**config.mk**
```make
export PLATFORM = sky130hd
export DESIGN_NAME = debounced_key_toggle_bank
export DESIGN_NICKNAME = d
export VERILOG_FILES = /design/src/design/dkt_pkg.sv /design/src/design/dkt_ram.sv /design/src/design/dkt_chan_update.sv /design/src/design/debounced_key_toggle_bank.sv
export SDC_FILE = /design/constraint.sdc
export NUM_CORES = 1
export LEC_CHECK = 0
export ABC_AREA = 1
export BUFFER_PORTS_ARGS = -buffer_cell sky130_fd_sc_hd__clkbuf_2
export CORE_UTILIZATION = 56
export CTS_CLUSTER_DIAMETER = 80
export DETAILED_ROUTE_END_ITERATION = 8
export PLACE_DENSITY = 0.76
export REMOVE_ABC_BUFFERS = 1
export SETUP_SLACK_MARGIN = 0.2
export SYNTH_ARGS = -nofsm -noshare
export SYNTH_HDL_FRONTEND = slang
export SYNTH_HIERARCHICAL = 1
export SYNTH_SLANG_ARGS = --single-unit
```
**constraint.sdc**
```tcl
create_clock -name clk -period 4.45 [get_ports clk]
set_input_delay 0.89 -clock clk [delete_from_list [all_inputs] [get_ports clk]]
set_output_delay 0.89 -clock clk [all_outputs]
set_load 0.03 [all_outputs]
```
**src/design/dkt_pkg.sv**
```systemverilog
// Shared types and constants for the debounced key toggle bank.
package dkt_pkg;

  localparam int CH_W  = 6;
  localparam int CNT_W = 4;
  localparam int ENA_W = 64;
  localparam int CFG_IDX_W = 8;

  localparam logic [CFG_IDX_W-1:0] CFG_THRESHOLD = 8'd0;
  localparam logic [CFG_IDX_W-1:0] CFG_ENABLE    = 8'd1;

  localparam logic FUNC_SAMPLE = 1'b0;
  localparam logic FUNC_REMOTE = 1'b1;

  localparam logic LVL_PRESSED  = 1'b0;
  localparam logic LVL_RELEASED = 1'b1;

  localparam logic [CNT_W-1:0] THRESHOLD_RST = 4'd3;

  typedef struct packed {
    logic            func;
    logic [CH_W-1:0] channel;
    logic            level;
  } in_item_t;

  typedef struct packed {
    logic [CH_W-1:0] event_channel;
    logic            event_state;
  } out_item_t;

  typedef struct packed {
    logic [CNT_W-1:0] count;
    logic             toggle;
    logic             latch;
  } chan_state_t;

  localparam int STATE_W = $bits(chan_state_t);

  typedef struct packed {
    chan_state_t state;
    logic        evt;
  } upd_t;

endpackage

```
**src/design/dkt_ram.sv**
```systemverilog
// Generic single-write, single-read RAM with registered read data.
module dkt_ram #(
  parameter int WIDTH = 8,
  parameter int DEPTH = 64
) (
  input  logic                     clk,
  input  logic                     wr_en,
  input  logic [$clog2(DEPTH)-1:0] wr_addr,
  input  logic [WIDTH-1:0]         wr_data,
  input  logic                     rd_en,
  input  logic [$clog2(DEPTH)-1:0] rd_addr,
  output logic [WIDTH-1:0]         rd_data
);

  logic [WIDTH-1:0] mem [DEPTH];

  always_ff @(posedge clk) begin
    if (wr_en) begin
      mem[wr_addr] <= wr_data;
    end
    if (rd_en) begin
      rd_data <= mem[rd_addr];
    end
  end

endmodule

```
**src/design/dkt_chan_update.sv**
```systemverilog
// Per-channel debounce, toggle and latch update for one item.
module dkt_chan_update (
  input  dkt_pkg::chan_state_t          cur,
  input  dkt_pkg::in_item_t             item,
  input  logic [dkt_pkg::CNT_W-1:0]     threshold,
  output dkt_pkg::upd_t                 upd
);

  logic held;

  assign held = (cur.count >= threshold);

  always_comb begin
    upd.state = cur;
    upd.evt   = 1'b0;
    if (item.func == dkt_pkg::FUNC_REMOTE) begin
      upd.state.toggle = item.level;
      upd.state.latch  = held ? ~item.level : item.level;
    end else if (item.level == dkt_pkg::LVL_RELEASED) begin
      upd.state.count = '0;
      upd.state.latch = cur.toggle;
    end else if (!held) begin
      upd.state.count = cur.count + dkt_pkg::CNT_W'(1);
    end else if (cur.latch == cur.toggle) begin
      upd.state.toggle = ~cur.toggle;
      upd.evt          = 1'b1;
    end
  end

endmodule

```
**src/design/debounced_key_toggle_bank.sv**
```systemverilog
// Top level of the debounced key toggle bank.
//
// Input channel (in_valid/in_stall/in_data): one beat per key sample or
// remote set, addressed to a channel. Result channel (out_valid/out_stall/
// out_data): one beat per key-sample toggle flip, giving the channel and its new state.
// Config port (cfg_valid/cfg_ready/cfg_index/cfg_data): index 0 sets the
// debounce threshold, index 1 the channel enable mask; always ready. The user
// must write it only while the bank is idle; the block does not enforce this.
// The accepting edge registers the item and reads the channel state RAM; when
// the update stage advances, the updated state is written back and the result
// register loaded, with a bypass for back-to-back beats on the same channel.
// Throughput: one beat per cycle while out_stall is low.
// Reset: all channel state reads as zero through per-entry valid bits, the
// threshold returns to 3 and all channels are disabled. No clearing pass.
// Stall: while a result waits under out_stall, the beat in the update stage
// holds and in_stall rises; nothing is dropped.
module debounced_key_toggle_bank #(
  parameter int NUM_CHANNELS = 64
) (
  input  logic                            clk,
  input  logic                            rst_n,
  input  logic                            in_valid,
  output logic                            in_stall,
  input  dkt_pkg::in_item_t               in_data,
  output logic                            out_valid,
  input  logic                            out_stall,
  output dkt_pkg::out_item_t              out_data,
  input  logic                            cfg_valid,
  output logic                            cfg_ready,
  input  logic [dkt_pkg::CFG_IDX_W-1:0]   cfg_index,
  input  logic [dkt_pkg::ENA_W-1:0]       cfg_data
);

  localparam int AW = $clog2(NUM_CHANNELS);

  logic [dkt_pkg::CNT_W-1:0] thr_r;
  logic [dkt_pkg::ENA_W-1:0] ena_r;

  logic                   s1_valid_r;
  dkt_pkg::in_item_t      s1_item_r;
  logic                   vld_rd_r;
  logic [NUM_CHANNELS-1:0] ent_vld_r;

  logic                   byp_valid_r;
  logic [AW-1:0]          byp_addr_r;
  dkt_pkg::chan_state_t   byp_state_r;

  logic                   out_valid_r;
  dkt_pkg::out_item_t     out_data_r;

  logic                   in_accept;
  logic                   adv;
  logic [AW-1:0]          rd_addr;
  logic [AW-1:0]          s1_addr;
  logic [dkt_pkg::STATE_W-1:0] ram_rdata;
  logic                   in_rng;
  logic                   live;
  logic                   wr_en;
  dkt_pkg::chan_state_t   cur;
  dkt_pkg::upd_t          upd;

  assign cfg_ready = 1'b1;
  assign in_accept = in_valid && !in_stall;
  assign adv       = !out_valid_r || !out_stall;
  assign in_stall  = s1_valid_r && !adv;
  assign rd_addr   = in_data.channel[AW-1:0];
  assign s1_addr   = s1_item_r.channel[AW-1:0];
  assign in_rng    = ({1'b0, s1_item_r.channel} < (dkt_pkg::CH_W+1)'(NUM_CHANNELS));
  assign live      = s1_valid_r && in_rng && ena_r[s1_item_r.channel];
  assign wr_en     = live && adv;

  always_comb begin
    if (byp_valid_r && (byp_addr_r == s1_addr)) begin
      cur = byp_state_r;
    end else if (vld_rd_r) begin
      cur = dkt_pkg::chan_state_t'(ram_rdata);
    end else begin
      cur = '0;
    end
  end

  dkt_ram #(
    .WIDTH(dkt_pkg::STATE_W),
    .DEPTH(NUM_CHANNELS)
  ) u_ram (
    .clk    (clk),
    .wr_en  (wr_en),
    .wr_addr(s1_addr),
    .wr_data(upd.state),
    .rd_en  (in_accept),
    .rd_addr(rd_addr),
    .rd_data(ram_rdata)
  );

  dkt_chan_update u_upd (
    .cur      (cur),
    .item     (s1_item_r),
    .threshold(thr_r),
    .upd      (upd)
  );

  always_ff @(posedge clk) begin
    if (!rst_n) begin
      thr_r <= dkt_pkg::THRESHOLD_RST;
      ena_r <= '0;
    end else if (cfg_valid && cfg_ready) begin
      case (cfg_index)
        dkt_pkg::CFG_THRESHOLD: thr_r <= cfg_data[dkt_pkg::CNT_W-1:0];
        dkt_pkg::CFG_ENABLE:    ena_r <= cfg_data;
        default: ;
      endcase
    end
  end

  always_ff @(posedge clk) begin
    if (!rst_n) begin
      s1_valid_r  <= 1'b0;
      ent_vld_r   <= '0;
      byp_valid_r <= 1'b0;
      out_valid_r <= 1'b0;
    end else begin
      if (in_accept) begin
        s1_valid_r <= 1'b1;
      end else if (adv) begin
        s1_valid_r <= 1'b0;
      end
      if (wr_en) begin
        ent_vld_r[s1_addr] <= 1'b1;
        byp_valid_r        <= 1'b1;
      end
      if (adv) begin
        out_valid_r <= live && upd.evt;
      end
    end
  end

  always_ff @(posedge clk) begin
    if (in_accept) begin
      s1_item_r <= in_data;
      vld_rd_r  <= ent_vld_r[rd_addr];
    end
    if (wr_en) begin
      byp_addr_r  <= s1_addr;
      byp_state_r <= upd.state;
    end
    if (adv) begin
      out_data_r <= '{event_channel: s1_item_r.channel, event_state: upd.state.toggle};
    end
  end

  assign out_valid = out_valid_r;
  assign out_data  = out_data_r;

endmodule

```
# [After elaboration in Yosys (flattened, before gate mapping)]
# Memory sizes are Yosys's and may differ from the RTL's. A register that Yosys moved wholly into a read port is not among the register bits.
# Cells that the tools add are included.
[word_totals] output_inout_bits=10 latch_bits=0 mem_count=1 mem_bits_rw=384 romBits=0 register_bits=163
[mem_list] memory="u_ram.mem" depth=64 word_bits=6 rd=1 rd_clocked_by_memory_dff=1 write_ports=1 line_no="dkt_ram.sv:15" rtl="logic [WIDTH-1:0] mem [DEPTH];"
[op_classes] n_reduce_logical=16 n_mux=25 eq_ne=3 shift=0 mul=0 magnitude_cmp=4 div_mod_pow=0 bitwise_logic=3 addsub=1
[ops] cell="64-bit OR" count=1
[ops] cell="1-bit 2-to-1 mux" count=16
[ops] cell="6-bit by 7-bit < comparator with 1-bit output (second input constant)" count=2
[ops] cell="1-bit binary-select mux with 6-bit select" count=2
[ops] cell="4-bit 2-to-1 mux" count=3
[ops] cell="6-bit 2-to-1 mux" count=2
[ops] cell="8-bit by 1-bit == test with 1-bit output (second input constant)" count=1
[ops] cell="8-bit logical NOT" count=1
[ops] cell="1-bit logical AND" count=7
[ops] cell="1-bit demux with 6-bit select" count=1
[ops] cell="6-bit == test" count=1
[ops] cell="6-bit by 1-bit >= comparator with 1-bit output (second input constant)" count=1
[ops] cell="4-bit by 1-bit adder with 4-bit output (second input constant)" count=1
[ops] cell="4-bit >= comparator" count=1
[ops] cell="1-bit logical NOT" count=4
[ops] cell="2-bit AND reduction" count=2
[ops] cell="2-bit 2-to-1 mux" count=1
[ops] cell="1-bit NOT" count=2
[ops] cell="2-bit nonzero test" count=1
[ops] cell="1-bit == test" count=1
[ops] cell="1-bit logical OR" count=1

# [Longest topological paths before layout]
[depth] depth_word=9 mapped_depth=19 mapped_depth_nobuf=18

# [Hierarchy]
# The synthesis kept the hierarchy.
[by_module_without_submodules] mod="dkt_ram" area_per_inst_um2=15990.3 instances=1 cells_each=1376
[by_module_without_submodules] mod="debounced_key_toggle_bank" area_per_inst_um2=7500.9 instances=1 cells_each=1030
[by_module_without_submodules] mod="dkt_chan_update" area_per_inst_um2=367.9 instances=1 cells_each=70

# [Worst setup path after synthesis]
# OpenSTA, ideal clock, no wires.
[synth_timing] path_kind="register to register" from="register s1_item_r (netlist bit s1_addr[5])" to="register byp_state_r[3] (netlist bit), data pin" path_stages_with_launch=18 setup_time_ns=0.507 t_arrival_ns=4.055 path_slack_ns=-0.112 path_buffers=0 cell_sequence="edfxtp_1 -> inv_1 -> nor2_1 -> a2111oi_2 -> nand2_2 -> nand3_1 -> nand2_1 -> inv_1 -> ha_1 -> inv_1 -> nand2_1 -> nand2_1 -> nand2_1 -> nand2_1 -> nand3_2 -> nand2_1 -> nand2_1 -> nor2_1"
[synth_rtl] item="from (decl)" line_no="debounced_key_toggle_bank.sv:40" rtl="dkt_pkg::in_item_t s1_item_r;"
[synth_rtl] item="from (signal assigned)" line_no="debounced_key_toggle_bank.sv:139" rtl="s1_item_r <= in_data;"
[synth_rtl] item="to (signal assigned)" line_no="debounced_key_toggle_bank.sv:144" rtl="byp_state_r <= upd.state;"
[synth_rtl] item="to (decl)" line_no="debounced_key_toggle_bank.sv:46" rtl="dkt_pkg::chan_state_t byp_state_r;"

==> reports/qor.csv <==
stage;metric;value;unit
outcome;status;finished clean;
grt;first-pass GRT wire length;93.8;mm
placed_design;DPL Wire Length;37.0;mm
critical_path;crit-path cells;inv_1 > or2_1 > nand3_1 > a2111oi_4 > nand2_2 > nand3_1 > nand2_1 > ha_1 > a21oi_4 > nand3_2 > nand2_2 > nand2_1 > nand3_1 > nand2_2 > buf_4;
placed_design;Area after DPL;0.0246;sq mm
synthesis;ys async rst share;0;
placed_design;Final GP Congestion;0.905;
clock_tree;clk buf depth;3;
timing;setup_tns;0;ns
final_layout;Ant. Diodes;0;
timing;# setup viols final;0;
critical_path;crit-path max cell delay;0.56;ns
power_and_ir_drop;Sw Share;0.230;
power_and_ir_drop;Gate power share;0.075;
die;Core Footprint;0.0419;sq mm
routing;via/cell ratio;5.87;
clock_tree;Sink Count;553;
power_and_ir_drop;clock share of power;0.411;
grt;grt total ovfl;0;
critical_path;worst path required time;4.76;ns
synthesis;Ys Warns;6;
hold_path;HP Class;reg -> reg;
clock_tree;Root Buffer;clkbuf_16;
routing;ANT nets after route;0;
placed_design;Setup WS pre-CTS;0.356;ns
grt;vias in the first global route;17111;
run;MaxCap Viol Count;0;
die;DIE HEIGHT;208;microns
critical_path;crit end category;register;
placed_design;port buffer count;93;
clock_tree;clk_lat worst skew;0.60;ns
routing;Iteration-0 DRC Markers;2031;
die;site row count;75;
timing;period utilisation layout;0.892;
synthesis;Synth Register Bits;553;
clock_tree;H-tree depth;2;
critical_path;Data arrival, critical path;4.28;ns
die;io pins;95;
die;chip width;208;microns
clock_tree;CTS buffer count;54;
final_layout;share of cells above drive strength 1;0.0929;
critical_path;Crit path buffers/inverters;2;
grt;met3 usage;0.0500;
synthesis;sequential-to-total area share from yosys stat;0.639;
routing;WL final;60.4;mm
critical_path;startpoint types;register;
critical_path;family with the most delay on the worst path;simple AND/OR/NAND/NOR gates;
timing;Hold Violations, Final;0;
routing;TritonRoute pass-1 iters;7;
synthesis;Mapped Area;0.0239;sq mm
timing;fin. max-slew vios;0;
die;Die Footprint;0.0434;sq mm
final_layout;fin area;0.0264;sq mm
final_layout;Layout Nets;2600;
timing;Peak Freq;252;MHz
synthesis;Yosys cell types;32;
critical_path;critical path class;reg -> reg;
timing;Final WS setup;0.480;ns
clock_tree;clk slew on worst S/H paths;0.06;ns
grt;largest net degree at the start of global routing;104;
synthesis;Post-synth EDFFs;418;
synthesis;Post-Syn Area per Cell;9.64;sq um
timing;min cycle time layout;3.97;ns
power_and_ir_drop;Pwr Density;418;mW/mm^2
synthesis;Post-Synthesis Cells;2476;
die;Initial Util;0.569;
synthesis;Synth top area share;0.526;
synthesis;most common cell in the netlist;nand2_1;
critical_path;Critical Path Fanout Max;27;
grt;initial antenna violation count;0;
final_layout;Layout area overhead;10.6;%
power_and_ir_drop;Worst IR Drop VDD;0.327;mV
timing;actual slew at the worst max-slew pin;1.17;ns
timing;unrepaired setup endpoints after global routing;false;
clock_tree;Post-CTS Setup Bufs;0;
synthesis;Yosys top cell by area;edfxtp_1;
grt;GR Layer Usage met2;0.459;
routing;Vias;18127;
routing;routed length per instance;19.5;microns
synthesis;top cells by count, synth;657 x nand2_1, 418 x edfxtp_1, 370 x nand3_1;
timing;clock skew;0.0184;ns
synthesis;ys flop type;edfxtp_1;
critical_path;slowest cell on the critical path;edfxtp_1;
power_and_ir_drop;Lkg Pwr;9.79;nW
routing;DRC;0;
power_and_ir_drop;Internal;8.49;mW
synthesis;largest cells by area after synthesis;edfxtp_1 53%, dfxtp_1 11%, nand2_1 10%;
power_and_ir_drop;P_sw;2.53;mW
grt;met1 usage;0.362;
clock_tree;TritonCTS clock tree;built;
timing;Max-slew headroom;0.217;
power_and_ir_drop;sequential power share;0.515;
grt;All-Layer GR Usage;0.278;
timing;worst hold slack;0.444;ns
grt;grt peak-use layer;met2;
-- state kept, by name, indices dropped and copies added (netlist names) --
name	flops
byp_addr_r	6
byp_state_r	6
byp_valid_r	1
ena_r	64
ent_vld_r	64
out_data	7
out_valid	1
s1_addr	6
s1_item_r	2
s1_valid_r	1
thr_r	4
u_ram/mem	384
u_ram/rd_data	6
vld_rd_r	1
-- kinds of logic (layout without fill, tap and decap cells) --
| kind of cell | count (synthesis) | in the layout | synth area share |
|---|---|---|---|
| buffers and inverters | 291 | 365 | 0.0543 |
| flip-flops | 553 | 553 | 0.639 |
| adder cells (fa/ha/maj) | 5 | 5 | 0.00262 |
| AND/OR/NAND/NOR | 1378 | 1378 | 0.247 |
| AO/OA/AOI/OAI | 245 | 245 | 0.0552 |
| other | 1 | 1 | 0.000157 |
| XOR/XNOR | 3 | 3 | 0.00110 |
-- metal layers --
| layer | wire [microns] | up-vias |
|---|---|---|
| li1 | - | 8536 |
| met3 | 5710 | 141 |
| met1 | 23400 | 8444 |
| met4 | 2270 | 0 |
| met5 | 0 | - |
| met2 | 28900 | 1006 |
-- stage by stage --
| stage | instances | power (mW) | util |
|---|---|---|---|
| floorplan | 2322 | 6.21 | - |
| global placement | 2993 | 6.57 | 0.587 |
| detailed placement | 2993 | 6.59 | 0.587 |
| CTS | 3089 | 11.1 | 0.628 |
| global route | 3089 | 11.4 | 0.629 |
| finish | 3089 | 11.0 | 0.629 |
-- layout make-up --
cell class                      instances  area (sq um)
Clock buffer                           67          1440
Clock inverter                         29           308
Fill cell                            3285         15600
Inverter                              137           517
Multi-Input combinational cell       1632          7370
Sequential cell                       553         15300
Tap cell                              539           674
Timing Repair Buffer                  132           821
-- cell usage in the layout, fill, tap and decap left out, types with 2 or more instances in the layout --
cell	instances
dfxtp_1	134
clkbuf_16	55
or2_2	5
clkbuf_8	2
buf_4	35
o211ai_1	22
bufinv_16	6
edfxtp_1	418
o21ai_0	109
nand2_2	7
clkbuf_1	10
clkinv_1	9
nor4_1	9
nor2_4	2
inv_6	2
buf_12	4
nand3_2	3
o21ai_1	6
clkbuf_2	91
nand2_1	653
inv_1	132
buf_6	2
inv_2	4
clkinvlp_4	2
nand3_1	369
a2111oi_4	2
xor2_1	3
a21oi_1	103
ha_1	5
nor3_1	9
nor2_1	243
clkinv_2	8
nand4_1	75
-- worst paths after layout --
path	startpoint	endpoint	slack, ns	cells after the start
min	ent_vld_r[12]$_SDFFE_PN0P_	ent_vld_r[12]$_SDFFE_PN0P_	0.44	2
max reg2reg	s1_addr[2]$_DFFE_PP_	u_ram/mem[10][1]$_DFFE_PP_	0.48	15
max	s1_addr[2]$_DFFE_PP_	u_ram/mem[10][1]$_DFFE_PP_	0.48	15
min reg2reg	ent_vld_r[12]$_SDFFE_PN0P_	ent_vld_r[12]$_SDFFE_PN0P_	0.44	2
-- worst reg2reg max path, delay by kind of cell (launching register included) --
kind	cells	cell delay (ns)
buf+inv	2	0.64
flops	1	0.56
fa+ha+maj	1	0.41
compound gates	2	0.64
simple gates	10	1.43
-- repair_timing --
item | in CTS | in global routing
hold buffers | 0 | 0
gates resized for setup | 0 | 3
setup endpoints to repair | 0 | 274
-- power by group through the flow --
stage | Combinational (mW) | Clock [mW] | Sequential (mW)
floorplan | 0.403 | 0 | 5.80
detailed placement | 0.804 | 0 | 5.78
global route | 0.894 | 4.79 | 5.67
CTS | 0.810 | 4.59 | 5.67
finish | 0.822 | 4.53 | 5.67
global placement | 0.787 | 0 | 5.78
(Power assumes the default switching activity.)
